<file path="config.mk">
export PLATFORM = sky130hd
export DESIGN_NAME = bmb_cfg
export DESIGN_NICKNAME = d
export VERILOG_FILES = /design/src/sv/bmb_pkg.sv /design/src/sv/bmb_cfg.sv
export SDC_FILE = /design/constraint.sdc
export NUM_CORES = 1
export LEC_CHECK = 0
export ABC_CLOCK_PERIOD_IN_PS = 6800
export CAP_MARGIN = 25
export CELL_PAD_IN_SITES_DETAIL_PLACEMENT = 0
export CELL_PAD_IN_SITES_GLOBAL_PLACEMENT = 1
export CORE_MARGIN = 5
export CORE_UTILIZATION = 35
export CTS_CLUSTER_DIAMETER = 80
export CTS_CLUSTER_SIZE = 30
export DETAILED_ROUTE_END_ITERATION = 10
export DONT_BUFFER_PORTS = 1
export GPL_ROUTABILITY_DRIVEN = 0
export GPL_TIMING_DRIVEN = 0
export PLACE_DENSITY = 0.72
export SETUP_SLACK_MARGIN = 0.4
export SYNTH_ARGS = -nofsm -noshare
export SYNTH_HDL_FRONTEND = slang
export SYNTH_SLANG_ARGS = --single-unit
</file>
<file path="constraint.sdc">
create_clock -name clk -period 6.8 [get_ports clk]
set_input_delay 0.34 -clock clk [delete_from_list [all_inputs] [get_ports clk]]
set_output_delay 0.34 -clock clk [all_outputs]
set_load 0.05 [all_outputs]
</file>
<file path="src/sv/bmb_pkg.sv">
// Shared types, codes and helpers for the bit matrix blit block.
// No dependencies; imported by bmb_cfg, bmb_ctrl and the top module.
`timescale 1ns / 1ps

package bmb_pkg;

    localparam int DEF_MAX_ROWS      = 256;
    localparam int DEF_MAX_ROW_BYTES = 32;

    // operation codes
    localparam logic [2:0] OP_WRITE  = 3'd0;
    localparam logic [2:0] OP_READ   = 3'd1;
    localparam logic [2:0] OP_FILL   = 3'd2;
    localparam logic [2:0] OP_INVERT = 3'd3;
    localparam logic [2:0] OP_AND    = 3'd4;
    localparam logic [2:0] OP_OR     = 3'd5;

    // register indexes
    localparam logic [2:0] REG_DEST_WIDTH  = 3'd0;
    localparam logic [2:0] REG_DEST_HEIGHT = 3'd1;
    localparam logic [2:0] REG_SRC_WIDTH   = 3'd2;
    localparam logic [2:0] REG_OFFSET_X    = 3'd3;
    localparam logic [2:0] REG_OFFSET_Y    = 3'd4;

    localparam logic [8:0] RST_DEST_WIDTH  = 9'd256;
    localparam logic [8:0] RST_DEST_HEIGHT = 9'd256;
    localparam logic [8:0] RST_SRC_WIDTH   = 9'd256;

    // effective configuration, saturated and decoded
    typedef struct packed {
        logic [8:0] dw;        // destination width in bits
        logic [8:0] dh;        // destination rows
        logic [8:0] sw;        // source width in bits
        logic [6:0] nb;        // destination bytes per row
        logic [6:0] sb;        // source bytes
        logic [7:0] ox;
        logic [7:0] oy;
        logic [7:0] last_mask; // valid bits of the last byte of a row
    } cfg_t;

    // ones in bits 0..bit_mask
    function automatic logic [7:0] tail_mask(input logic [2:0] bit_mask);
        logic [8:0] t;
        t = (9'd1 << (4'(bit_mask) + 4'd1)) - 9'd1;
        return t[7:0];
    endfunction

endpackage

</file>
<file path="src/sv/bmb_cfg.sv">
// APB register file for the blit geometry and its decoded effective values.
// Depends on bmb_pkg.
`timescale 1ns / 1ps

module bmb_cfg
    import bmb_pkg::*;
#(
    parameter int MAX_ROWS      = DEF_MAX_ROWS,
    parameter int MAX_ROW_BYTES = DEF_MAX_ROW_BYTES
) (
    input  logic        clk,
    input  logic        rst_n,
    input  logic        psel,
    input  logic        penable,
    input  logic        pwrite,
    input  logic [4:0]  paddr,
    input  logic [31:0] pwdata,
    output logic [31:0] prdata,
    output logic        pready,
    output cfg_t        cfg
);

    logic [8:0] dest_width_reg, dest_height_reg, src_width_reg;
    logic [7:0] offset_x_reg, offset_y_reg;
    logic       wr_en;
    logic [8:0] dw0, dh0;
    logic [8:0] dw, dh, sw;

    assign pready = 1'b1;
    assign wr_en  = psel && penable && pwrite;

    always_ff @(posedge clk or negedge rst_n)
    begin
        if (!rst_n)
        begin
            dest_width_reg  <= RST_DEST_WIDTH;
            dest_height_reg <= RST_DEST_HEIGHT;
            src_width_reg   <= RST_SRC_WIDTH;
            offset_x_reg    <= 8'd0;
            offset_y_reg    <= 8'd0;
        end
        else if (wr_en)
        begin
            case (paddr[4:2])
                REG_DEST_WIDTH:  dest_width_reg  <= pwdata[8:0];
                REG_DEST_HEIGHT: dest_height_reg <= pwdata[8:0];
                REG_SRC_WIDTH:   src_width_reg   <= pwdata[8:0];
                REG_OFFSET_X:    offset_x_reg    <= pwdata[7:0];
                REG_OFFSET_Y:    offset_y_reg    <= pwdata[7:0];
                default:         ;
            endcase
        end
    end

    always_comb
    begin
        case (paddr[4:2])
            REG_DEST_WIDTH:  prdata = 32'(dest_width_reg);
            REG_DEST_HEIGHT: prdata = 32'(dest_height_reg);
            REG_SRC_WIDTH:   prdata = 32'(src_width_reg);
            REG_OFFSET_X:    prdata = 32'(offset_x_reg);
            REG_OFFSET_Y:    prdata = 32'(offset_y_reg);
            default:         prdata = 32'd0;
        endcase
    end

    // zero acts as one; clip to the store geometry
    assign dw0 = (dest_width_reg == 9'd0) ? 9'd1 : dest_width_reg;
    assign dh0 = (dest_height_reg == 9'd0) ? 9'd1 : dest_height_reg;
    assign sw  = (src_width_reg == 9'd0) ? 9'd1 : src_width_reg;
    assign dw  = (32'(dw0) > 8 * MAX_ROW_BYTES) ? 9'(8 * MAX_ROW_BYTES) : dw0;
    assign dh  = (32'(dh0) > MAX_ROWS) ? 9'(MAX_ROWS) : dh0;

    always_comb
    begin
        cfg.dw        = dw;
        cfg.dh        = dh;
        cfg.sw        = sw;
        cfg.nb        = 7'((10'(dw) + 10'd7) >> 3);
        cfg.sb        = 7'((10'(sw) + 10'd7) >> 3);
        cfg.ox        = offset_x_reg;
        cfg.oy        = offset_y_reg;
        cfg.last_mask = tail_mask(3'(dw - 9'd1));
    end

endmodule

</file>
# After elaboration in Yosys (flattened, before gate mapping)
# Cells that the tools add are included.
# word_totals
ff_bits	43
inputBits	42
# op_classes
n_reduce_logical	11
magnitude_cmp	2
n_mux	6
shifts	1
n_eq_ne	4
add_sub_neg	5
# op_table
op	n
two-way mux 9 bit	5
case mux 9 bit (5 select lines)	1
zero test 9 bit	3
adder 9 x 3 -> 10 bit (second input constant)	2
> comparator 9 bit (second input constant)	2
AND reduction 2 bit	5
left shift 1 x 4 -> 8 bit (first input constant)	1
subtractor 8 x 1 -> 8 bit (second input constant)	1
== test 3 x 2 -> 1 bit (second input constant)	2
adder 3 x 1 -> 4 bit (second input constant)	1
== test 3 x 1 -> 1 bit (second input constant)	1
== test 3 bit (second input constant)	1
zero test 3 bit	1
subtractor 3 x 1 -> 3 bit (second input constant)	1
logical AND 1 bit	2

# Logic depth before layout (Yosys ltp)
# Gate-level depths: netlist of run 1.
# depth
word_depth	8
depth_mapped	10

# Worst setup path before layout of run 1
# No wires, ideal clock.
# synth_timing
path_type	flip-flop to output port
from	register dest_width_reg[5]
to	output port cfg[4] in the netlist's numbering
setup_slack_ns	3.076
n_path_buf	0
t_arrival_ns	3.384
stages_incl_launch_ff	10
path_cell_list	dfrtp_1 nor4_4 a21oi_2 or2_2 ha_1 a221oi_2 or3_1 ha_1 nor2b_1 xnor2_1
# synth_rtl
item	line_no	text
start, declared	bmb_cfg.sv:23	logic [8:0] dest_width_reg, dest_height_reg, src_width_reg;
start signal, assigned	bmb_cfg.sv:45	REG_DEST_WIDTH: dest_width_reg <= pwdata[8:0];
end, declared	bmb_cfg.sv:20	output cfg_t cfg

==> results of run 1 <==
-- final timing paths --
check,startpoint,cells past startpoint,end,slack [ps]
setup reg to reg,dest_height_reg[8],2,dest_height_reg[8],5620
max in group asynchronous,rst_n,2,dest_height_reg[8],6010
setup / recovery,dest_width_reg[8],9,cfg[4],2500
hold reg to reg,src_width_reg[8],2,src_width_reg[8],560
min in group asynchronous,rst_n,2,offset_x_reg[6],530
hold / removal,pwdata[8],2,src_width_reg[8],150
-- critical path: cells and delay by family (launching register included) --
| kind | cells | cell delay, ps |
|---|---|---|
| xor+xnor | 1 | 840 |
| flops | 1 | 560 |
| simple gates | 3 | 1000 |
| buf+inv | 3 | 800 |
| fa+ha+maj | 2 | 470 |
-- routing by layer --
metal | part of all wire, % | track usage [%] | wire (um)
met1 | 41 | 18.0 | 3100
met2 | 48 | 24.0 | 3670
met3 | 9.9 | 5.37 | 751
met4 | 0.90 | 3.07 | 68
met5 | 0 | 0 | 0
-- power groups by stage --
stage	Combinational, mW	Sequential, mW	Clock (mW)
final	0.648	0.445	0.183
after global routing	0.687	0.456	0.197
after CTS	0.650	0.447	0.187
after detailed placement	0.640	0.452	0
after global placement	0.619	0.450	0
after floorplan	0.573	0.425	0
-- area by class of cell --
cell class              instances  area, um^2
fillers                       810        4810
multi-input cells             211        1600
flip-flops and latches         43        1080
plain buffers                  46         275
well taps                     105         131
repair buffers                 14         124
clock buffers                   7        96.3
inverters                      14        52.6
clock inverters                 1        7.51
-- cells in the final DEF, fill, tap and decap left out, drive strengths merged, types with 3 or more instances in the layout --
master | synthesis | routed
and3 | 3 | 3
nor4 | 4 | 4
nand2 | 16 | 16
xnor2 | 5 | 5
buf | 30 | 42
nor3 | 9 | 9
o22ai | 8 | 8
a22oi | 14 | 14
inv | 14 | 14
o21ai | 10 | 10
nand3 | 6 | 6
ha | 8 | 8
conb | 2 | 25
clkbuf | 16 | 24
a21oi | 7 | 7
dfstp | 3 | 3
xor2 | 6 | 6
nor2b | 13 | 13
mux2 | 45 | 45
nor2 | 10 | 10
dfrtp | 40 | 40
-- stage by stage --
step / hold WS (ps) / setup slack [ps] / utilization (%) / total power, mW / instances
CTS: 142 / 2440 / 41.0 / 1.28 / 439
finish: 150 / 2500 / 41.1 / 1.28 / 441
detailed placement: 45.8 / 2770 / 39.3 / 1.09 / 429
floorplan: 44.4 / 3080 / - / 0.998 / 314
global placement: 45.8 / 2770 / 38.3 / 1.07 / 419
global route: 168 / 2220 / 41.1 / 1.34 / 441
-- cell families after synthesis --
logic type      after synthesis
buf+inv                      60
xor+xnor                     11
mux                          48
fa+ha+maj                     8
flops                        43
other cells                   2
simple gates                 69
compound gates               50
-- what timing repair did --
item / in CTS / in global routing
setup endpoints to repair: 0 / 0
hold buffers: 2 / 0
endpoints found under the hold margin: 43 / 0
==> metrics.cfg, run 1 <==
[placement]
post_dp_cell_area_mm2=0.00321
post-dp-hpwl_um=6020
place.port_buffers=0

[worst_setup_path]
setup.worst_path.start_class=flop
arrival_ps=3960
timing.critical_path.slowest_stage_cell=sky130_fd_sc_hd__xnor2_1
path_cells=clkbuf_1 -> or2_2 -> ha_1 -> clkbuf_1 -> inv_1 -> or3_1 -> ha_1 -> nor2b_1 -> xnor2_1
critical_path_sink_type=output pin
max_stage_delay_ps=840
crit_type=reg2out
critPathMaxFanout=10
worst-endpoint-required_ps=6460

[sta]
skew_ps=0
final_min_period_over_clock_period_pct=63.3
min_period_ps=4300
slew_viols_final=0
final_hold_violation_count=0
max_fclk_mhz=232
timing.final.setup_violations=0
slew_headroom_pct=26.0
grt_setup_unrepaired=no
worst-slew-pin-transition_ps=1100
setup_total_negative_slack_ps=0

[yosys]
yosys-mux-area-fraction_pct=18.9
synth-simple-area-share_pct=14.1
synthMostInstantiatedCell=sky130_fd_sc_hd__mux2_2
synth_seq_area_share_pct=37.1
synth_largest_type_area_fraction_pct=34.4
yosys_register_bits=43
synth_ff_type=sky130_fd_sc_hd__dfrtp_1
ys_async_sr_fraction_pct=100
largest_family_of_logic_cells_by_synthesized_area=multiplexers
yosys.area_share.xor_xnor_pct=3.31
synthesis.instances=291
synth_enable_flop_cells=0
synth_top_cells_by_area=sky130_fd_sc_hd__dfrtp_1, sky130_fd_sc_hd__mux2_2, sky130_fd_sc_hd__buf_4
post-synth-top-area-cell=sky130_fd_sc_hd__dfrtp_1
yosys_warnings=0
syn_area_per_cell_um2=10.0
synth-adder-area-share_pct=3.44
yosys.cell_types.count=45
synth_commonest_cells=sky130_fd_sc_hd__mux2_2, sky130_fd_sc_hd__dfrtp_1, sky130_fd_sc_hd__buf_4, sky130_fd_sc_hd__clkbuf_1, sky130_fd_sc_hd__nand2_1
synth.cell_area_mm2=0.00291
compound_gate_fraction_of_synth_area_pct=11.7

[floorplan]
rows=33
initial_utilization_pct=35.6
chipHeight_um=101
die_w_um=101
floorplan.core_area_mm2=0.00818
design.portCount=140
dieArea_mm2=0.0102

[clock_tree]
ctsHtreeMaxLevel=2
clock_latency_ps=290
post_cts.repair.setup_buffers=0
cts-buffers-inserted=5
clock_tree.root_cell=sky130_fd_sc_hd__clkbuf_8
post_cts_resize_count=0
clock_net_sink_count=43
clk_path_buf_depth=2
worst_setup_hold_path_clk_slew_ps=90
cts_tree=yes

[detailed_routing]
count_of_tritonroute_iterations_in_the_first_routing_pass=4
route.detailed.drc=0
post_route_ant_nets=0
vias_per_cell=5.00
post_detailed_route_wirelength_per_cell_um=17.2
number_of_vias_after_detailed_routing=2203
postRouteWirelength_um=7600
drt-initial-drc-count=119

[hold_path]
path_class_of_the_lowest_slack_min_delay_path=in2reg

[final_layout]
area_growth_syn_to_layout_pct=15.6
antennaDiodeCount=0
post_route_cells_drive_above_1_share_pct=32.4
finalNetCount=385
layout.cell_area.non_filler_mm2=0.00336

[global_route]
grt_first_pass_wirelength_um=11600
first_global_vias=2132
grt_remaining_overflow=0
largest_net_degree_at_the_start_of_global_routing=44
groute.usage.overall_pct=14.5
antenna_found_initial=0

[status]
outcome=completed

[power]
sw_share_pct=56.4
p_per_area_mw_per_mm2=379
power.net_switching_mw=0.720
share_seq_of_total_power_pct=34.9
comb_power_share_pct=50.8
p_clk_share_pct=14.3
worst_ir_drop_vdd_uv=225
cell_internal_pwr_mw=0.556
p_leak_nw=1.56

[job]
max_cap_violations=0

Note: power is estimated with default switching activity, not from simulation.
==> run 2: changes to the inputs <==
--- a/config.mk
+++ b/config.mk
@@ -5,7 +5,7 @@
 export SDC_FILE = /design/constraint.sdc
 export NUM_CORES = 1
 export LEC_CHECK = 0
-export ABC_CLOCK_PERIOD_IN_PS = 6800
+export ABC_CLOCK_PERIOD_IN_PS = 4000
 export CAP_MARGIN = 25
 export CELL_PAD_IN_SITES_DETAIL_PLACEMENT = 0
 export CELL_PAD_IN_SITES_GLOBAL_PLACEMENT = 1
==> constraint.sdc (replaced) <==
create_clock -name clk -period 4 [get_ports clk]
set_input_delay 0.2 -clock clk [delete_from_list [all_inputs] [get_ports clk]]
set_output_delay 0.2 -clock clk [all_outputs]
set_load 0.05 [all_outputs]
==> metrics.cfg, run 2 (synthesis gave the netlist of run 1 again) <==
[detailed_routing]
drt-initial-drc-count=127  ; was 119
post_route_ant_nets=0  ; unchanged
postRouteWirelength_um=7690  ; was 7600 um
post_detailed_route_wirelength_per_cell_um=17.3  ; was 17.2 um
number_of_vias_after_detailed_routing=2222  ; was 2203
route.detailed.drc=0  ; unchanged
count_of_tritonroute_iterations_in_the_first_routing_pass=4  ; unchanged
vias_per_cell=4.99  ; was 5.00

[final_layout]
n_fill_cell=796  ; was 810
post_route_cells_drive_above_1_share_pct=36.8  ; was 32.4%
finalNetCount=389  ; was 385
antennaDiodeCount=0  ; unchanged
mostFrequentLayoutCells=sky130_fd_sc_hd__mux2_2, sky130_fd_sc_hd__buf_4, sky130_fd_sc_hd__dfrtp_1, sky130_fd_sc_hd__conb_1  ; was sky130_fd_sc_hd__mux2_2, sky130_fd_sc_hd__dfrtp_1, sky130_fd_sc_hd__buf_4, sky130_fd_sc_hd__conb_1, sky130_fd_sc_hd__clkbuf_1
area_growth_syn_to_layout_pct=19.3  ; was 15.6%
layout.cell_area.non_filler_mm2=0.00347  ; was 0.00336 mm^2
mostFrequentLayoutCell=sky130_fd_sc_hd__mux2_2  ; unchanged

[sta]
timing.final.setup_violations=0  ; unchanged
slew_viols_final=0  ; unchanged
max_fclk_mhz=292
setup_total_negative_slack_ps=0  ; unchanged
final_hold_violation_count=0  ; unchanged
min_period_ps=3430
final_min_period_over_clock_period_pct=85.7
skew_ps=0  ; unchanged
worst-slew-pin-transition_ps=1100  ; about the same
grt_setup_unrepaired=no  ; unchanged
slew_headroom_pct=26.0  ; about the same

[clock_tree]
clk_path_buf_depth=2  ; unchanged
cts_tree=yes  ; unchanged
cts-buffers-inserted=5  ; unchanged
ctsHtreeMaxLevel=2  ; unchanged
worst_setup_hold_path_clk_slew_ps=90  ; about the same
clock_net_sink_count=43  ; unchanged
clock_latency_ps=290  ; about the same
clock_tree.root_cell=sky130_fd_sc_hd__clkbuf_8  ; unchanged

[floorplan]
chipHeight_um=101  ; unchanged
initial_utilization_pct=35.6  ; unchanged
rows=33  ; unchanged
design.portCount=140  ; unchanged
die_w_um=101  ; unchanged
dieArea_mm2=0.0102  ; unchanged
floorplan.core_area_mm2=0.00818  ; unchanged

[global_route]
largest_net_degree_at_the_start_of_global_routing=44  ; unchanged
groute.usage.overall_pct=14.6  ; was 14.5%
first_global_vias=2162  ; was 2132
grt_first_pass_wirelength_um=11700  ; was 11600 um
antenna_found_initial=0  ; unchanged
grt_remaining_overflow=0  ; unchanged

[power]
p_clk_share_pct=13.8  ; was 14.3%
cell_internal_pwr_mw=0.996  ; was 0.556 mW
p_leak_nw=1.60  ; was 1.56 nW
power.net_switching_mw=1.25  ; was 0.720 mW
share_seq_of_total_power_pct=33.6  ; was 34.9%
worst_ir_drop_vdd_uv=382  ; was 225 uV
comb_power_share_pct=52.6  ; was 50.8%
sw_share_pct=55.7  ; was 56.4%
p_per_area_mw_per_mm2=648  ; was 379 mW/mm^2

[worst_setup_path]
critical_path_sink_type=output pin  ; unchanged
arrival_ps=3230  ; was 3960 ps
setup.worst_path.start_class=flop  ; unchanged
crit_type=reg2out  ; unchanged
worst-endpoint-required_ps=3800  ; was 6460 ps
critPathMaxFanout=6  ; was 10

[placement]
post_dp_cell_area_mm2=0.00321  ; unchanged
post-dp-hpwl_um=6020  ; unchanged
place.port_buffers=0  ; unchanged

[hold_path]
path_class_of_the_lowest_slack_min_delay_path=in2reg  ; unchanged

[job]
max_cap_violations=0  ; unchanged

[status]
outcome=completed  ; unchanged

run 2: changes by cell type in the layout (fill, tap and decap cells not counted), moves of 2 or more:
cell / delta
sky130_fd_sc_hd__ha_2: +2
sky130_fd_sc_hd__ha_1: -2
sky130_fd_sc_hd__nor2b_2: +2
sky130_fd_sc_hd__xnor2_1: -2
sky130_fd_sc_hd__buf_4: +4
sky130_fd_sc_hd__xnor2_4: +2
sky130_fd_sc_hd__dfrtp_2: +2
sky130_fd_sc_hd__dfrtp_1: -2
sky130_fd_sc_hd__nor2b_1: -2
run 2: power groups by stage:
stage / clock network [mW] / logic (mW) / registers [mW]
floorplan: 0 / 0.974 / 0.722
global placement: 0 / 1.05 / 0.765
detailed placement: 0 / 1.09 / 0.768
CTS: 0.318 / 1.17 / 0.760
global route: 0.334 / 1.25 / 0.773
finish: 0.311 / 1.18 / 0.756
run 2: layer usage:
layer / up-vias / wire (um) / global-route usage, %
li1: 1073 / - / -
met1: 1057 / 3130 / 18.1
met2: 84 / 3710 / 24.4
met3: 8 / 777 / 5.44
met4: 0 / 76 / 3.07
met5: - / 0 / 0
run 2: final timing paths:
path	from	end	slack [ps]	depth (start not counted)
min in group asynchronous	rst_n	offset_y_reg[5]	390	2
worst max register to register	dest_height_reg[8]	dest_height_reg[8]	2820	2
max in group asynchronous	rst_n	dest_height_reg[8]	3350	2
worst min register to register	src_width_reg[8]	src_width_reg[8]	570	2
worst min-delay path	pwdata[8]	dest_width_reg[8]	7	2
worst max-delay path	dest_width_reg[5]	cfg[4]	570	9
run 2: timing repair:
action | in CTS | in global routing
setup endpoints to repair | 4 | 6
buffers inserted | 1 | 3
resized for setup | 9 | 7
pin swaps | 1 | 3
hold buffers | 2 | 0
hold endpoints to repair | 43 | 0
run 2: layout make-up:
type | instances | area, um^2 | share of cell area (%)
clock inverter | 1 | 7.51 | 0.216
inverter | 14 | 52.6 | 1.51
timing repair buffer | 18 | 154 | 4.43
buffer | 46 | 277 | 7.96
multi-input combinational | 211 | 1670 | 48.2
clock buffer | 7 | 96.3 | 2.77
sequential | 43 | 1080 | 31.2
tap | 105 | 131 | 3.78
run 2: worst max-delay path, stage by stage, from the launching register on:
cell and delay [ps]:
sky130_fd_sc_hd__dfrtp_2 430, sky130_fd_sc_hd__nor4_4 320, sky130_fd_sc_hd__a21oi_2 100, sky130_fd_sc_hd__or2_2 310, sky130_fd_sc_hd__ha_2 370, sky130_fd_sc_hd__a221oi_4 60
sky130_fd_sc_hd__or3_4 520, sky130_fd_sc_hd__ha_2 230, sky130_fd_sc_hd__nor2b_2 190, sky130_fd_sc_hd__xnor2_4 380
run 2: through the flow:
step	std cells	hold slack [ps]	worst slack (ps)	util [%]	power [mW]
finish	445	7.37	573	42.5	2.25
CTS	440	1.52	407	41.9	2.24
floorplan	314	-95.6	416	-	1.70
global route	445	27.9	421	42.5	2.36
global placement	419	-94.2	107	38.3	1.82
detailed placement	429	-94.2	113	39.3	1.86
==> run 3: changes to the inputs <==
--- a/config.mk
+++ b/config.mk
@@ -9,7 +9,6 @@
 export CAP_MARGIN = 25
 export CELL_PAD_IN_SITES_DETAIL_PLACEMENT = 0
 export CELL_PAD_IN_SITES_GLOBAL_PLACEMENT = 1
-export CORE_MARGIN = 5
 export CORE_UTILIZATION = 35
 export CTS_CLUSTER_DIAMETER = 80
 export CTS_CLUSTER_SIZE = 30
@@ -17,7 +16,7 @@
 export DONT_BUFFER_PORTS = 1
 export GPL_ROUTABILITY_DRIVEN = 0
 export GPL_TIMING_DRIVEN = 0
-export PLACE_DENSITY = 0.72
+export PLACE_DENSITY_LB_ADDON = 0.1
 export SETUP_SLACK_MARGIN = 0.4
 export SYNTH_ARGS = -nofsm -noshare
 export SYNTH_HDL_FRONTEND = slang
==> metrics.cfg, run 3 (synthesis gave the netlist of run 1 again) <==
[sta]
skew_ps=0  ; unchanged
timing.final.ws_setup_ps=562  ; was 573 ps
min_period_ps=3440  ; was 3430 ps
grt_setup_unrepaired=no  ; unchanged
setup_total_negative_slack_ps=0  ; unchanged
final_hold_violation_count=0  ; unchanged
final_min_period_over_clock_period_pct=86.0  ; was 85.7%
worst-slew-pin-transition_ps=1140  ; was 1100 ps
timing.final.setup_violations=0  ; unchanged
slew_headroom_pct=24.8  ; was 26.0%
max_fclk_mhz=291  ; was 292 MHz
slew_viols_final=0  ; unchanged

[global_route]
first_global_vias=2147  ; was 2162
largest_net_degree_at_the_start_of_global_routing=44  ; unchanged
antenna_found_initial=0  ; unchanged
grt_remaining_overflow=0  ; unchanged
grt_first_pass_wirelength_um=12200  ; was 11700 um
groute.usage.overall_pct=18.6  ; was 14.6%

[final_layout]
area_growth_syn_to_layout_pct=17.7  ; was 19.3%
finalNetCount=380  ; was 389
mostFrequentLayoutCell=sky130_fd_sc_hd__mux2_2  ; unchanged
antennaDiodeCount=0  ; unchanged
n_fill_cell=799  ; was 796
mostFrequentLayoutCells=sky130_fd_sc_hd__mux2_2, sky130_fd_sc_hd__dfrtp_1, sky130_fd_sc_hd__buf_4, sky130_fd_sc_hd__conb_1, sky130_fd_sc_hd__nand2_1  ; was sky130_fd_sc_hd__mux2_2, sky130_fd_sc_hd__buf_4, sky130_fd_sc_hd__dfrtp_1, sky130_fd_sc_hd__conb_1
post_route_cells_drive_above_1_share_pct=35.0  ; was 36.8%

[floorplan]
die_w_um=93.2  ; was 101 um
chipHeight_um=93.2  ; was 101 um
initial_utilization_pct=36.9  ; was 35.6%
rows=32  ; was 33
design.portCount=140  ; unchanged
floorplan.core_area_mm2=0.00789  ; was 0.00818 mm^2
dieArea_mm2=0.00868  ; was 0.0102 mm^2

[detailed_routing]
vias_per_cell=5.09  ; was 4.99
route.detailed.drc=0  ; unchanged
count_of_tritonroute_iterations_in_the_first_routing_pass=4  ; unchanged
post_detailed_route_wirelength_per_cell_um=17.8  ; was 17.3 um
post_route_ant_nets=0  ; unchanged
number_of_vias_after_detailed_routing=2205  ; was 2222
drt-initial-drc-count=101  ; was 127
postRouteWirelength_um=7720  ; was 7690 um

[clock_tree]
clock_latency_ps=290  ; about the same
cts-buffers-inserted=5  ; unchanged
cts_tree=yes  ; unchanged
clk_path_buf_depth=2  ; unchanged
ctsHtreeMaxLevel=2  ; unchanged
clock_net_sink_count=43  ; unchanged
worst_setup_hold_path_clk_slew_ps=90  ; about the same
clock_tree.root_cell=sky130_fd_sc_hd__clkbuf_8  ; unchanged

[hold_path]
worstHoldStart=pwdata[8]  ; unchanged
path_class_of_the_lowest_slack_min_delay_path=in2reg  ; unchanged

[worst_setup_path]
worstSetupStartpoint=dest_width_reg[6]  ; was dest_width_reg[5]
critPathMaxFanout=6  ; unchanged
worst-endpoint-required_ps=3800  ; about the same
critical_path_sink_type=output pin  ; unchanged
r2r_setup_slack_ps=2790  ; was 2820 ps
critical_path.reg2reg.startpoint=dest_height_reg[8]  ; unchanged
crit_type=reg2out  ; unchanged
arrival_ps=3240  ; was 3230 ps
setup.worst_path.start_class=flop  ; unchanged

[power]
p_per_area_mw_per_mm2=665  ; was 648 mW/mm^2
worst_ir_drop_vdd_uv=236  ; was 382 uV
p_leak_nw=1.58  ; was 1.60 nW

[placement]
post-dp-hpwl_um=5800  ; was 6020 um
place.port_buffers=0  ; unchanged
pre_cts_slack_ps=87.4  ; was 113 ps

[status]
outcome=completed  ; unchanged

[job]
max_cap_violations=0  ; unchanged

==> run 3: cell types whose count changed in the layout (fill, tap and decap cells not counted), sizes merged <==
cell,before,now
buf,46,38
clkbuf,24,22
bufinv,0,1
clkinv,0,1
clkinvlp,1,0
==> run 3: area by class of cell <==
cell class | instances | area [um^2] | area share, %
Buffer | 46 | 278 | 8.11
Clock buffer | 6 | 82.6 | 2.41
Clock inverter | 2 | 35.0 | 1.02
Inverter | 14 | 52.6 | 1.53
Multi-Input combinational cell | 211 | 1680 | 49.0
Sequential cell | 43 | 1080 | 31.6
Tap cell | 102 | 128 | 3.73
Timing Repair Buffer | 9 | 90.1 | 2.63
==> run 3: per-layer routing <==
metal	track usage [%]	wire [um]	vias to the layer above
li1	-	-	1047
met1	25.6	3330	1067
met2	29.2	3690	86
met3	5.61	660	5
met4	3.08	32	0
met5	0	0	-
==> run 3: power by group <==
part / total, mW / leakage, nW / internal [mW] / switching, mW
combinational: 1.16 / 0.980 / 0.301 / 0.861
clock: 0.359 / 0.0612 / 0.202 / 0.157
sequential: 0.756 / 0.537 / 0.524 / 0.231
total: 2.28 / 1.58 / 1.03 / 1.25
==> run 3: final timing paths <==
path,endpoint,cells after the start
worst max-delay path,cfg[6],9
worst min-delay path,src_width_reg[8],2
worst max register to register,dest_height_reg[8],2
worst min register to register,src_width_reg[8],2
max in group asynchronous,dest_width_reg[8],2
min in group asynchronous,src_width_reg[3],2
==> run 3: through the flow <==
step	power (mW)	area, um^2	hold slack, ps	utilization [%]	std cells
5_1_grt	2.39	3420	9.50	43.4	433
3_3_place_gp	1.81	3120	-94.0	39.6	416
2_1_floorplan	1.70	3000	-95.6	-	314
6_report	2.28	3420	8.28	43.4	433
4_1_cts	2.28	3410	3.14	43.2	433
3_5_place_dp	1.84	3180	-94.3	40.3	422
==> run 3: worst max-delay path: stages (launching register included) <==
cell                       delay (ps)
sky130_fd_sc_hd__dfrtp_2          470
sky130_fd_sc_hd__nor4_4           330
sky130_fd_sc_hd__a21oi_2          100
sky130_fd_sc_hd__or2_2            340
sky130_fd_sc_hd__ha_4             300
sky130_fd_sc_hd__a221oi_4          50
sky130_fd_sc_hd__or3_4            520
sky130_fd_sc_hd__ha_2             240
sky130_fd_sc_hd__nor2b_2          190
sky130_fd_sc_hd__xnor2_4          390
==> run 3: what timing repair did <==
item / CTS / global route
hold buffers: 2 / 0
gates cloned: 0 / 0
endpoints found under the hold margin: 43 / 0
setup buffers: 1 / 0
pin swaps: 1 / 2
endpoints found under the setup margin: 4 / 4
resized for setup: 10 / 5
