===== src/sv/bmb_pkg.sv =====
// Shared types, codes and helpers for the bit matrix blit block.
// No dependencies; imported by bmb_cfg, bmb_ctrl and the top module.
`timescale 1ns / 1ps

package bmb_pkg;

    localparam int DEF_MAX_ROWS      = 256;
    localparam int DEF_MAX_ROW_BYTES = 32;

    // operation codes
    localparam logic [2:0] OP_WRITE  = 3'd0;
    localparam logic [2:0] OP_READ   = 3'd1;
    localparam logic [2:0] OP_FILL   = 3'd2;
    localparam logic [2:0] OP_INVERT = 3'd3;
    localparam logic [2:0] OP_AND    = 3'd4;
    localparam logic [2:0] OP_OR     = 3'd5;

    // register indexes
    localparam logic [2:0] REG_DEST_WIDTH  = 3'd0;
    localparam logic [2:0] REG_DEST_HEIGHT = 3'd1;
    localparam logic [2:0] REG_SRC_WIDTH   = 3'd2;
    localparam logic [2:0] REG_OFFSET_X    = 3'd3;
    localparam logic [2:0] REG_OFFSET_Y    = 3'd4;

    localparam logic [8:0] RST_DEST_WIDTH  = 9'd256;
    localparam logic [8:0] RST_DEST_HEIGHT = 9'd256;
    localparam logic [8:0] RST_SRC_WIDTH   = 9'd256;

    // effective configuration, saturated and decoded
    typedef struct packed {
        logic [8:0] dw;        // destination width in bits
        logic [8:0] dh;        // destination rows
        logic [8:0] sw;        // source width in bits
        logic [6:0] nb;        // destination bytes per row
        logic [6:0] sb;        // source bytes
        logic [7:0] ox;
        logic [7:0] oy;
        logic [7:0] last_mask; // valid bits of the last byte of a row
    } cfg_t;

    // ones in bits 0..bit_mask
    function automatic logic [7:0] tail_mask(input logic [2:0] bit_mask);
        logic [8:0] t;
        t = (9'd1 << (4'(bit_mask) + 4'd1)) - 9'd1;
        return t[7:0];
    endfunction

endpackage


===== src/sv/bmb_ctrl.sv =====
// Operation sequencer: decode, read-modify-write of the store, fill/invert
// sweep, and the result register with one skid entry. Depends on bmb_pkg.
`timescale 1ns / 1ps

module bmb_ctrl
    import bmb_pkg::*;
#(
    parameter int MAX_ROWS      = DEF_MAX_ROWS,
    parameter int MAX_ROW_BYTES = DEF_MAX_ROW_BYTES,
    parameter int AW            = 13
) (
    input  logic          clk,
    input  logic          rst_n,
    input  cfg_t          cfg,
    input  logic          in_valid,
    output logic          in_ready,
    input  logic [2:0]    operation,
    input  logic [7:0]    row,
    input  logic [4:0]    column,
    input  logic [7:0]    data_byte,
    output logic          out_valid,
    input  logic          out_ready,
    output logic [7:0]    read_data,
    output logic          position_error,
    output logic          mem_we,
    output logic [AW-1:0] mem_waddr,
    output logic [7:0]    mem_wdata,
    output logic          mem_re,
    output logic [AW-1:0] mem_raddr,
    input  logic [7:0]    mem_rdata
);

    localparam int RIW = (MAX_ROWS > 1) ? $clog2(MAX_ROWS) : 1;
    localparam int CIW = (MAX_ROW_BYTES > 1) ? $clog2(MAX_ROW_BYTES) : 1;

    localparam logic [2:0] ST_IDLE  = 3'd0;
    localparam logic [2:0] ST_RD    = 3'd1;
    localparam logic [2:0] ST_AO1   = 3'd2;
    localparam logic [2:0] ST_AO2   = 3'd3;
    localparam logic [2:0] ST_SWEEP = 3'd4;
    localparam logic [2:0] ST_DRAIN = 3'd5;

    function automatic logic [AW-1:0] addr_of(input logic [RIW-1:0] r,
                                              input logic [CIW-1:0] c);
        return AW'(32'(r) * MAX_ROW_BYTES + 32'(c));
    endfunction

    logic [2:0]     state_reg, state_next;
    logic [RIW-1:0] y_reg, y_next;
    logic [CIW-1:0] x_reg, x_next;
    logic [AW-1:0]  addr_reg, addr_next;
    logic [7:0]     lo_reg, lo_next, hi_reg, hi_next;
    logic           is_and_reg, is_and_next;
    logic           is_fill_reg, is_fill_next;
    logic           hi_ok_reg, hi_ok_next;
    logic           inv_v_reg, inv_v_next;

    logic           out_valid_reg, out_valid_next;
    logic [7:0]     out_data_reg, out_data_next;
    logic           out_err_reg, out_err_next;
    logic           pend_valid_reg, pend_valid_next;
    logic [7:0]     pend_data_reg, pend_data_next;
    logic           pend_err_reg, pend_err_next;

    logic           accept;
    logic           res_push;
    logic [7:0]     res_data;
    logic           res_err;

    // decode of the incoming item
    logic           rw_err, ao_err, hi_ok;
    logic [8:0]     drow, left;
    logic [5:0]     dcol;
    logic [7:0]     smask, and_src, or_src;
    logic [15:0]    and_v, or_v;
    logic [AW-1:0]  rw_addr, ao_addr, sweep_addr;
    logic           x_last, y_last;
    logic [7:0]     comb_src, comb_byte;

    assign in_ready = (state_reg == ST_IDLE) && !pend_valid_reg;
    assign accept   = in_valid && in_ready;

    assign rw_err = (9'(row) >= cfg.dh) || (7'(column) >= cfg.nb);
    assign drow   = 9'(row) + 9'(cfg.oy);
    assign ao_err = (7'(column) >= cfg.sb) || (drow >= cfg.dh)
                    || ((10'(cfg.ox) + 10'(cfg.sw)) > 10'(cfg.dw));
    assign left   = cfg.sw - 9'({column, 3'b000});
    assign smask  = (left >= 9'd8) ? 8'hFF : tail_mask(3'(left[2:0] - 3'd1));
    assign and_src = data_byte | ~smask;
    assign or_src  = data_byte & smask;
    // AND keeps ones outside the placed bits
    assign and_v  = (16'(and_src) << cfg.ox[2:0]) | ~(16'h00FF << cfg.ox[2:0]);
    assign or_v   = 16'(or_src) << cfg.ox[2:0];
    assign dcol   = 6'(cfg.ox[7:3]) + 6'(column);
    assign hi_ok  = (7'(dcol) + 7'd1) < cfg.nb;

    assign rw_addr    = addr_of(RIW'(row), CIW'(column));
    assign ao_addr    = addr_of(RIW'(drow), CIW'(dcol));
    assign sweep_addr = addr_of(y_reg, x_reg);
    assign x_last     = (32'(x_reg) + 1) == 32'(cfg.nb);
    assign y_last     = (32'(y_reg) + 1) == 32'(cfg.dh);

    assign comb_src  = (state_reg == ST_AO2) ? hi_reg : lo_reg;
    assign comb_byte = is_and_reg ? (mem_rdata & comb_src) : (mem_rdata | comb_src);

    always_comb
    begin
        state_next   = state_reg;
        y_next       = y_reg;
        x_next       = x_reg;
        addr_next    = addr_reg;
        lo_next      = lo_reg;
        hi_next      = hi_reg;
        is_and_next  = is_and_reg;
        is_fill_next = is_fill_reg;
        hi_ok_next   = hi_ok_reg;
        inv_v_next   = inv_v_reg;
        mem_we       = 1'b0;
        mem_waddr    = addr_reg;
        mem_wdata    = comb_byte;
        mem_re       = 1'b0;
        mem_raddr    = addr_reg;
        res_push     = 1'b0;
        res_data     = 8'd0;
        res_err      = 1'b0;

        case (state_reg)
            ST_IDLE:
            begin
                if (accept)
                begin
                    x_next       = '0;
                    y_next       = '0;
                    inv_v_next   = 1'b0;
                    is_and_next  = (operation == OP_AND);
                    is_fill_next = (operation == OP_FILL);
                    case (operation)
                        OP_WRITE:
                        begin
                            res_push = 1'b1;
                            res_err  = rw_err;
                            if (!rw_err)
                            begin
                                mem_we    = 1'b1;
                                mem_waddr = rw_addr;
                                mem_wdata = data_byte;
                            end
                        end
                        OP_READ:
                        begin
                            if (rw_err)
                            begin
                                res_push = 1'b1;
                                res_err  = 1'b1;
                            end
                            else
                            begin
                                mem_re     = 1'b1;
                                mem_raddr  = rw_addr;
                                state_next = ST_RD;
                            end
                        end
                        OP_FILL, OP_INVERT:
                        begin
                            state_next = ST_SWEEP;
                        end
                        OP_AND, OP_OR:
                        begin
                            if (ao_err)
                            begin
                                res_push = 1'b1;
                                res_err  = 1'b1;
                            end
                            else
                            begin
                                mem_re     = 1'b1;
                                mem_raddr  = ao_addr;
                                addr_next  = ao_addr;
                                lo_next    = (operation == OP_AND) ? and_v[7:0] : or_v[7:0];
                                hi_next    = (operation == OP_AND) ? and_v[15:8] : or_v[15:8];
                                hi_ok_next = hi_ok;
                                state_next = ST_AO1;
                            end
                        end
                        default:
                        begin
                            res_push = 1'b1;
                        end
                    endcase
                end
            end
            ST_RD:
            begin
                res_push   = 1'b1;
                res_data   = mem_rdata;
                state_next = ST_IDLE;
            end
            ST_AO1:
            begin
                mem_we = 1'b1;
                if (hi_ok_reg)
                begin
                    mem_re     = 1'b1;
                    mem_raddr  = addr_reg + AW'(1);
                    addr_next  = addr_reg + AW'(1);
                    state_next = ST_AO2;
                end
                else
                begin
                    res_push   = 1'b1;
                    state_next = ST_IDLE;
                end
            end
            ST_AO2:
            begin
                mem_we     = 1'b1;
                res_push   = 1'b1;
                state_next = ST_IDLE;
            end
            ST_SWEEP:
            begin
                if (is_fill_reg)
                begin
                    mem_we    = 1'b1;
                    mem_waddr = sweep_addr;
                    mem_wdata = x_last ? cfg.last_mask : 8'hFF;
                end
                else
                begin
                    // read this byte, write back the one read last cycle
                    mem_re     = 1'b1;
                    mem_raddr  = sweep_addr;
                    mem_we     = inv_v_reg;
                    mem_wdata  = ~mem_rdata;
                    inv_v_next = 1'b1;
                    addr_next  = sweep_addr;
                end
                if (x_last)
                begin
                    x_next = '0;
                    if (y_last)
                    begin
                        if (is_fill_reg)
                        begin
                            res_push   = 1'b1;
                            state_next = ST_IDLE;
                        end
                        else
                        begin
                            state_next = ST_DRAIN;
                        end
                    end
                    else
                    begin
                        y_next = y_reg + RIW'(1);
                    end
                end
                else
                begin
                    x_next = x_reg + CIW'(1);
                end
            end
            ST_DRAIN:
            begin
                mem_we     = 1'b1;
                mem_wdata  = ~mem_rdata;
                inv_v_next = 1'b0;
                res_push   = 1'b1;
                state_next = ST_IDLE;
            end
            default:
            begin
                state_next = ST_IDLE;
            end
        endcase
    end

    // result register plus one skid entry
    always_comb
    begin
        out_valid_next  = out_valid_reg;
        out_data_next   = out_data_reg;
        out_err_next    = out_err_reg;
        pend_valid_next = pend_valid_reg;
        pend_data_next  = pend_data_reg;
        pend_err_next   = pend_err_reg;
        if (out_valid_reg && !out_ready)
        begin
            if (res_push)
            begin
                pend_valid_next = 1'b1;
                pend_data_next  = res_data;
                pend_err_next   = res_err;
            end
        end
        else if (pend_valid_reg)
        begin
            out_valid_next  = 1'b1;
            out_data_next   = pend_data_reg;
            out_err_next    = pend_err_reg;
            pend_valid_next = res_push;
            pend_data_next  = res_data;
            pend_err_next   = res_err;
        end
        else
        begin
            out_valid_next = res_push;
            out_data_next  = res_data;
            out_err_next   = res_err;
        end
    end

    always_ff @(posedge clk or negedge rst_n)
    begin
        if (!rst_n)
        begin
            state_reg      <= ST_IDLE;
            inv_v_reg      <= 1'b0;
            out_valid_reg  <= 1'b0;
            pend_valid_reg <= 1'b0;
        end
        else
        begin
            state_reg      <= state_next;
            inv_v_reg      <= inv_v_next;
            out_valid_reg  <= out_valid_next;
            pend_valid_reg <= pend_valid_next;
        end
    end

    always_ff @(posedge clk)
    begin
        y_reg         <= y_next;
        x_reg         <= x_next;
        addr_reg      <= addr_next;
        lo_reg        <= lo_next;
        hi_reg        <= hi_next;
        is_and_reg    <= is_and_next;
        is_fill_reg   <= is_fill_next;
        hi_ok_reg     <= hi_ok_next;
        out_data_reg  <= out_data_next;
        out_err_reg   <= out_err_next;
        pend_data_reg <= pend_data_next;
        pend_err_reg  <= pend_err_next;
    end

    assign out_valid      = out_valid_reg;
    assign read_data      = out_data_reg;
    assign position_error = out_err_reg;

    a_push_skid_free: assert property (@(posedge clk) disable iff (!rst_n)
        res_push |-> !pend_valid_reg)
        else $error("result produced while skid entry is occupied");

    a_skid_behind_out: assert property (@(posedge clk) disable iff (!rst_n)
        pend_valid_reg |-> out_valid_reg)
        else $error("skid entry holds an item while output register is empty");

    a_idle_write: assert property (@(posedge clk) disable iff (!rst_n)
        (mem_we && state_reg == ST_IDLE) |-> (accept && operation == OP_WRITE))
        else $error("store written in idle without an accepted write item");

    a_drain_pending: assert property (@(posedge clk) disable iff (!rst_n)
        (state_reg == ST_DRAIN) |-> inv_v_reg)
        else $error("invert drain without a pending write-back");

endmodule


===== config.mk =====
export PLATFORM = sky130hd
export DESIGN_NAME = bmb_ctrl
export DESIGN_NICKNAME = d
export VERILOG_FILES = /design/src/sv/bmb_pkg.sv /design/src/sv/bmb_ctrl.sv
export SDC_FILE = /design/constraint.sdc
export NUM_CORES = 1
export LEC_CHECK = 0
export BUFFER_PORTS_ARGS = -buffer_cell sky130_fd_sc_hd__buf_2
export CORE_MARGIN = 3
export CORE_UTILIZATION = 40
export CTS_BUF_LIST = sky130_fd_sc_hd__clkbuf_8
export CTS_CLUSTER_DIAMETER = 60
export CTS_CLUSTER_SIZE = 14
export DETAILED_ROUTE_END_ITERATION = 8
export HOLD_SLACK_MARGIN = 0.03
export PLACE_DENSITY_LB_ADDON = 0.2
export SETUP_SLACK_MARGIN = 0.3
export SYNTH_ARGS = -nofsm -noshare
export SYNTH_HDL_FRONTEND = slang
export SYNTH_SLANG_ARGS = --single-unit

===== constraint.sdc =====
create_clock -name clk -period 7.97 [get_ports clk]
set_input_delay 1.594 -clock clk [delete_from_list [all_inputs] [get_ports clk]]
set_output_delay 1.594 -clock clk [all_outputs]
set_load 0.02 [all_outputs]

# Word-level counts from Yosys, hierarchy flattened
# Index checks and enable logic that the tools add are counted.
dict set report op_classes {
  n_addsub 16
  n_mul 0
  n_div 0
  magnitude_cmp 7
  eq_ne 22
  n_shift 4
  mux 80
  bitwise 9
  reduce_logical 26
}
# operator n
set op_table {}
lappend op_table {{8-bit 2-to-1 mux} 18}
lappend op_table {{13-bit 2-to-1 mux} 10}
lappend op_table {{13-bit one-hot mux with 3 select lines} 2}
lappend op_table {{13-bit one-hot mux with 2 select lines} 2}
lappend op_table {{13-bit by 5-bit adder with 13-bit output} 3}
lappend op_table {{8-bit by 3-bit left shift with 16-bit output} 2}
lappend op_table {{1-bit 2-to-1 mux} 27}
lappend op_table {{8-bit one-hot mux with 3 select lines} 1}
lappend op_table {{3-bit 2-to-1 mux} 6}
lappend op_table {{3-bit one-hot mux with 3 select lines} 2}
lappend op_table {{8-bit bitwise AND} 2}
lappend op_table {{16-bit inverter} 1}
lappend op_table {{8-bit inverter} 2}
lappend op_table {{16-bit OR} 1}
lappend op_table {{8-bit OR} 2}
lappend op_table {{8-bit one-hot mux with 2 select lines} 1}
lappend op_table {{8-bit by 3-bit left shift with 16-bit output (first input constant)} 1}
lappend op_table {{1-bit one-hot mux with 3 select lines} 5}
lappend op_table {{5-bit by 7-bit >= comparator with 1-bit output} 2}
lappend op_table {{13-bit by 1-bit adder with 13-bit output (second input constant)} 1}
lappend op_table {{3-bit by 2-bit equality test with 1-bit output (second input constant)} 4}
lappend op_table {{3-bit equality test (second input constant)} 4}
lappend op_table {{2-bit != test (second input constant)} 6}
lappend op_table {{8-bit by 9-bit adder with 10-bit output} 1}
lappend op_table {{41 further kinds} 58}
dict set report totals {
  register_bits 69
  latch_bits 0
  mem_bits_rw 0
  rom_bits 0
  in_bits 101
  out_inout_bits 47
  n_memories 0
}

# Logic depth before layout (Yosys ltp)
# Gate-level depths: netlist (run 1).
dict set report depth {
  depth_word 11
  ltp_mapped 19
  mapped_depth_nobuf 18
}

# Least setup slack after synthesis (run 1)
# OpenSTA, ideal clock, no wires.
dict set report synth_path {
  path_kind {input-to-output}
  start {input port cfg[8] (netlist bit)}
  end {output port mem_raddr[0]}
  t_arrival_ns 5.223
  slack_ns 1.153
  stages 19
  path_buffers 1
  path_cell_list {ha_1 -> fa_1 -> a21o_1 -> a21oi_1 -> o21bai_1 -> a21oi_1 -> nor2b_1 -> o21ai_0 -> nand2b_1 -> ha_1 -> a221o_1 -> a21oi_1 -> o21ai_1 -> a21oi_1 -> o21ai_2 -> nor3_4 -> buf_4 -> mux2i_1 -> a2bb2oi_1}
}
dict set report synth_between {
  elab_chain_cells 8
}
# item line
set synth_rtl {}
lappend synth_rtl {{start, declared} bmb_ctrl.sv:14} ;# input cfg_t cfg,
lappend synth_rtl {{8-bit by 8-bit adder with 9-bit output} bmb_ctrl.sv:84} ;# assign drow = 9'(row) + 9'(cfg.oy);
lappend synth_rtl {{9-bit >= comparator} bmb_ctrl.sv:85} ;# assign ao_err = (7'(column) >= cfg.sb) || (drow >= cfg.dh)
lappend synth_rtl {{1-bit logical OR} bmb_ctrl.sv:85}
lappend synth_rtl {{1-bit logical OR} bmb_ctrl.sv:86} ;# || ((10'(cfg.ox) + 10'(cfg.sw)) > 10'(cfg.dw));
lappend synth_rtl {{13-bit 2-to-1 mux} bmb_ctrl.sv:169} ;# if (ao_err)
lappend synth_rtl {{13-bit one-hot mux with 2 select lines} bmb_ctrl.sv:137} ;# case (operation)
lappend synth_rtl {{13-bit 2-to-1 mux} bmb_ctrl.sv:130} ;# if (accept)
lappend synth_rtl {{13-bit one-hot mux with 3 select lines} bmb_ctrl.sv:127} ;# case (state_reg)
lappend synth_rtl {{end, declared} bmb_ctrl.sv:29} ;# output logic [AW-1:0] mem_raddr,
# No other way between the ends.

# Worst setup path in the final report (run 1)
dict set report layout_path {
  start {input port cfg[17] (netlist bit)}
  end {output port mem_raddr[10]}
}
dict set report layout_between {
  elab_chain_cells 7
}
# item line
set layout_rtl {}
lappend layout_rtl {{8-bit by 9-bit adder with 10-bit output} bmb_ctrl.sv:86}
lappend layout_rtl {{10-bit by 9-bit > comparator with 1-bit output} bmb_ctrl.sv:86}
lappend layout_rtl {{1-bit logical OR} bmb_ctrl.sv:86}
lappend layout_rtl {{13-bit 2-to-1 mux} bmb_ctrl.sv:169}
lappend layout_rtl {{13-bit one-hot mux with 2 select lines} bmb_ctrl.sv:137}
lappend layout_rtl {{13-bit 2-to-1 mux} bmb_ctrl.sv:130}
lappend layout_rtl {{13-bit one-hot mux with 3 select lines} bmb_ctrl.sv:127}
# No other way between the ends.

==> results.txt, run 1 <==
Outcome: finished clean
Global-route wire length before repair: 42,410 um
Relative slew margins: 30.22%
Maximum VDD drop: 0.1398 mV
Max-cap violations: 0
Routed vias/inst: 5.877
Residual DRC: 0
Top-count cell post-synth: nand2_1
Starting Density: 41.29%
Antenna Cells: 0
Ys async rst share: 8.696%
Critical hold path startpoint: pend_err_reg
Leak: 4.280 nW
Chip width: 154.5 um
Critical Path Source Type: primary input
Starting DRT DRC Count: 788
DR pass1 iterations: 6
Worst Path Arrival: 5.80 ns
Post-synth top cells: nand2_1 (129), a21oi_1 (82), ha_1 (78)
Finished Layout Cells: 1,474
Core ar.: 21,350 sq um
Top FF cell, synth: edfxtp_1
Final net count: 1,378
Fraction of the cycle the final worst path needs: 92.80%
Share of cells above drive strength 1: 19.02%
Largest net degree at the start of global routing: 35
Root Driver: clkbuf_8
Vias in the first global route: 7,767
HP Class: register to register
I/O pins: 148
Number of flip-flops under the largest register name: 13
Layout Utilization: 46.61%
Finish-stage setup viols: 0
Top cells by area, synth: edfxtp_1 (21%), ha_1 (11%), nand2_1 (5.5%), a21oi_1 (4.7%), mux2i_1 (4.3%)
CTS tree: yes
Post-synth EDFFs: 63
Antenna Violating Nets Remaining: 0
Tmin final: 7.396 ns
DRT Wirelength: 26,980 um
Final GP Congestion: 0.8902
WHS: 0.5298 ns
Die ar.: 23,860 sq um
Critical Path Fanout Max: 28
Area growth syn-to-layout: 12.89%
Final WS setup: 0.5740 ns
Post-synth top area share: 21.46%
Placed insts: 1,459
Clk sinks: 69
RSZ-0062 raised after global routing: false
Clock Path Buffers: 2
Crit Reg-Reg Startpoint: state_reg[1]
Mean post-synth cell area: 8.051 sq um
Tightest Pin Transition: 1.043 ns
Worst-Skew Late Latency: 0.36 ns
Power Density: 298.7 nW/um^2
Total vias in the final route: 8,663
Die Span Y: 154.5 um
Synthesized area: 8816 sq um
# rows: 53
Fmax achieved: 0.1352 GHz
Synth area leader: edfxtp_1
Mapped Nets: 1,278
Slew Limit Fails: 0
Clock transition at the registers of the reported paths: 0.07 ns
Num CTS Buffers: 9
Hold Fails Final Rpt: 0
Worst setup EP type: primary output
DP Wirelength: 21,560 um
Initial antenna violation count: 0
H-Tree Depth: 3
Overflow after GRT: 0
Wire per inst: 18.30 um
Yosys warns: 0
Gr usage total: 21.81%
Clock skew: 0.01328 ns
Port Buffers: 147
Postcts setup bufs: 0
#FFs+latches synth: 69
Worst Setup Path Type: primary input to primary output
Worst path required time: 6.38 ns
Setup TNS: 0 ns
Sequential fraction of the synthesis area: 23.16%
Yosys cell types: 88
CP Launch Point: cfg[17]
Post-Syn Instances: 1,095
Pre-CTS WS: 0.3093 ns
Hold buffers post-CTS: 0
-- kinds of logic after synthesis --
family                   after synthesis  synth area share [%]
AO/OA/AOI/OAI                        351                 26.40
XOR/XNOR                              50                 4.967
adder cells (fa/ha/maj)               83                 12.09
buffers and inverters                135                 6.159
flip-flops                            69                 23.16
multiplexers                          60                 7.252
AND/OR/NAND/NOR                      347                 19.97
-- per-stage QoR --
step	power [mW]	cell area, sq um
floorplan	2.047	8816
global placement	2.603	9713
detailed placement	2.618	9713
CTS	2.973	9951
global route	3.191	9952
finish	2.973	9952
-- critical path, cell delays in order --
cell	delay [ns]
buf_4	0.28
ha_1	0.28
a21o_1	0.18
a21oi_1	0.25
o21bai_1	0.14
and2_1	0.19
o21ai_0	0.14
nand2b_1	0.07
a21oi_1	0.17
xnor2_1	0.15
ha_1	0.29
a2111oi_1	0.52
a211oi_2	0.29
nor3_4	0.27
buf_12	0.23
mux2_2	0.36
a22oi_1	0.18
buf_2	0.20
-- final timing paths --
kind | cells after the start | slack, ns | end
setup / recovery | 18 | 0.57 | mem_raddr[10]
hold / removal | 1 | 0.53 | position_error
setup reg to reg | 9 | 4.40 | state_reg[0]
hold reg to reg | 1 | 0.53 | position_error
max in group asynchronous | 1 | 6.76 | state_reg[2]
min in group asynchronous | 1 | 1.05 | inv_v_reg
-- final cells by class --
class                   count  area (sq um)
fillers                  2193         11400
multi-input cells         891          6246
flip-flops and latches     69          2042
repair buffers            159         840.8
well taps                 275         344.1
inverters                  65         244.0
clock buffers               9         123.9
clock inverters             6         111.4
-- layer usage --
metal	vias up	part of all wire (%)	wire length [um]	GRT usage, %
li1	4250	-	-	-
met1	4083	48	13000	33.37
met2	307	44	11820	33.22
met3	23	6.9	1873	2.322
met4	0	1.0	278	4.458
met5	-	0	0	0
-- where the power goes --
group | leakage (nW) | internal (mW) | switching, mW
combinational | 3.47 | 0.687 | 1.13
sequential | 0.693 | 0.592 | 0.211
clock | 0.116 | 0.207 | 0.145
-- layout by cell type, fill, tap and decap left out, types with 7 or more instances in the layout --
cell type	n
o21bai_1	8
a22oi_1	8
nor3_1	23
o21ai_0	73
o21ai_1	19
and2_1	12
inv_1	64
buf_4	12
nand2b_1	22
a21o_1	15
xnor2_1	33
clkbuf_8	9
buf_2	146
nand3_1	18
nor2_1	61
nand3b_1	18
mux2_2	21
ha_1	78
a21oi_1	82
o211ai_1	15
edfxtp_1	63
a221oi_1	7
xor2_1	17
a31oi_1	26
mux2i_1	38
nor2b_1	10
nand2_1	129
and3_1	13
a211oi_1	8
o221ai_1	9
a2bb2oi_1	13
-- what timing repair did --
action                                  4_1_cts  5_1_grt
endpoints found under the setup margin        1        3
endpoints found under the hold margin         0        0
cloned                                        0        0
gates resized for setup                       1        1
No activity file was read; power rests on OpenSTA's default activity.
==> inputs of run 2 (changes only) <==
--- a/config.mk
+++ b/config.mk
@@ -7,7 +7,7 @@
 export LEC_CHECK = 0
 export BUFFER_PORTS_ARGS = -buffer_cell sky130_fd_sc_hd__buf_2
 export CORE_MARGIN = 3
-export CORE_UTILIZATION = 40
+export CORE_UTILIZATION = 50
 export CTS_BUF_LIST = sky130_fd_sc_hd__clkbuf_8
 export CTS_CLUSTER_DIAMETER = 60
 export CTS_CLUSTER_SIZE = 14
==> results.txt, run 2 (synthesis results as in run 1) <==
Outcome: finished clean
Finish-stage setup viols: 0 (unchanged)
Die Span Y: 138.8 um (-10%)
H-Tree Depth: 3 (unchanged)
Routed vias/inst: 6.142 (+4.5%)
Starting Density: 52.05% (+11 points)
Chip width: 138.8 um (-10%)
Setup TNS: 0 ns (unchanged)
Buf/Inv on CP: 3 (unchanged)
Fraction of the cycle the final worst path needs: 92.91% (+0.11 points)
Global-route wire length before repair: 42,210 um (-0.46%)
Wire per inst: 18.82 um (+2.8%)
Initial antenna violation count: 2 (+2)
Layout Utilization: 58.13% (+12 points)
Antenna Cells: 0 (unchanged)
Core ar.: 16,940 sq um (-21%)
Tmin final: 7.405 ns (+0.008916 ns)
Clk sinks: 69 (unchanged)
RSZ-0062 raised after global routing: false
Worst Path Arrival: 5.81 ns (about the same)
Relative slew margins: 28.52% (-1.7 points)
Area after DPL: 9629 sq um (-0.86%)
Die ar.: 19,260 sq um (-19%)
Critical path's top delay family: compound AO/OA/AOI/OAI gates
Worst setup EP type: primary output
Slew Limit Fails: 0 (unchanged)
Gr usage total: 26.56% (+4.7 points)
Final GP Congestion: 0.9576 (+7.6%)
DR pass1 iterations: 6 (unchanged)
Largest net degree at the start of global routing: 35 (unchanged)
Port Buffers: 147 (unchanged)
Worst Setup Path Type: primary input to primary output
Hold Fails Final Rpt: 0 (unchanged)
Placed insts: 1,402 (-3.9%)
Clock Path Buffers: 2 (unchanged)
Residual DRC: 0 (unchanged)
Final net count: 1,376 (-0.15%)
CTS tree: yes
Total vias in the final route: 8,710 (+0.54%)
Worst path most repeated cell: a21oi_1
Num CTS Buffers: 9 (unchanged)
Critical Path Source Type: primary input
Starting DRT DRC Count: 810 (+2.8%)
# rows: 47 (-11%)
HP Class: register to register
Worst path required time: 6.38 ns (about the same)
Overflow after GRT: 0 (unchanged)
Share of cells above drive strength 1: 18.78% (-0.23 points)
DP Wirelength: 21,150 um (-1.9%)
Most frequent cells in the layout: buf_2 (147), nand2_1 (129), a21oi_1 (82)
DRT Wirelength: 26,690 um (-1.1%)
CP max stage cell: a2111oi_1
Critical Path Fanout Max: 28 (unchanged)
Area growth syn-to-layout: 11.68%
Root Driver: clkbuf_8
Final Instance Area: 9846 sq um (-1.1%)
I/O pins: 148 (unchanged)
Maximum VDD drop: 0.1629 mV (+17%)
Fmax achieved: 0.1350 GHz (-0.12%)
Clock skew: 0.008091 ns (-0.005189 ns)
Leak: 4.257 nW (-0.52%)
Vias in the first global route: 7,840 (+0.94%)
Worst-Skew Late Latency: 0.35 ns (about the same)
Max-cap violations: 0 (unchanged)
Tightest Pin Transition: 1.068 ns (+0.02544 ns)
Max incr delay on CP: 0.47 ns (-0.05 ns)
Cell Chain, Critical Path: buf_2 -> ha_1 -> fa_1 -> a21oi_1 -> nor2_1 -> nor2_1 -> o21bai_1 -> a21oi_1 -> o21bai_1 -> a21oi_1 -> xnor2_1 -> ha_1 -> a2111oi_1 -> a211oi_2 -> nor3_4 -> buf_12 -> mux2_2 -> a22oi_1 -> buf_2
Number of flip-flops under the largest register name: 13 (unchanged)
Power Density: 297.8 nW/um^2 (-0.32%)
Antenna Violating Nets Remaining: 0 (unchanged)
Total power: 2.932 mW (-1.4%)
Hold buffers post-CTS: 0 (unchanged)
Clock transition at the registers of the reported paths: 0.08 ns (about the same)
Finished Layout Cells: 1,418 (-3.8%)
Commonest non-fill, non-tap cell in the layout: buf_2
run 2: worst reg2reg max path, cell delays in order, from the launching register on:
cell and delay, ns:
dfrtp_1 0.61, or3_1 0.60, nor2_2 0.16, nand2_2 0.20, nor3_4 0.61, nand2_1 0.37
nor4_4 0.29, buf_4 0.32, o31ai_1 0.14, a21oi_1 0.16
run 2: worst paths after layout:
check                        startpoint             end  slack [ns]  cells after the start
min                        pend_err_reg  position_error        0.55                      1
min reg2reg                pend_err_reg  position_error        0.55                      1
max in group asynchronous         rst_n    state_reg[1]        6.76                      1
max reg2reg                state_reg[1]    state_reg[0]        4.45                      9
max                             cfg[16]   mem_raddr[10]        0.57                     19
min in group asynchronous         rst_n       inv_v_reg        1.06                      1
run 2: metal layers:
metal | global-route usage, % | vias to the layer above | share of wire [%]
met3 | 3.931 | 38 | 9.5
li1 | - | 4253 | -
met1 | 41.22 | 4006 | 46
met2 | 38.94 | 409 | 42
met5 | 0 | - | 0.079
met4 | 5.819 | 4 | 1.5
run 2: stage by stage:
step                hold slack [ns]  setup WS [ns]
finish                       0.5459         0.5651
floorplan                    0.4993          1.153
global route                 0.5525         0.3082
global placement             0.5093         0.6729
detailed placement           0.5324         0.4867
CTS                          0.5533         0.5013
run 2: final cells by class:
class                      count  area, sq um
sequential                    69         2042
clock buffer                   9        123.9
timing repair buffer         157        823.3
multi-input combinational    891         6246
clock inverter                 7        91.34
fill                        1613         7091
tap                          220        275.3
inverter                      65        244.0
run 2: timing repair:
item,CTS,global route
setup endpoints to repair,0,3
setup buffers,0,0
gates resized for setup,0,1
run 2: power by group:
| part | total, mW | internal [mW] | switching (mW) |
|---|---|---|---|
| clock network | 0.315 | 0.174 | 0.140 |
| logic | 1.81 | 0.686 | 1.12 |
| registers | 0.812 | 0.592 | 0.219 |
| total | 2.93 | 1.45 | 1.48 |
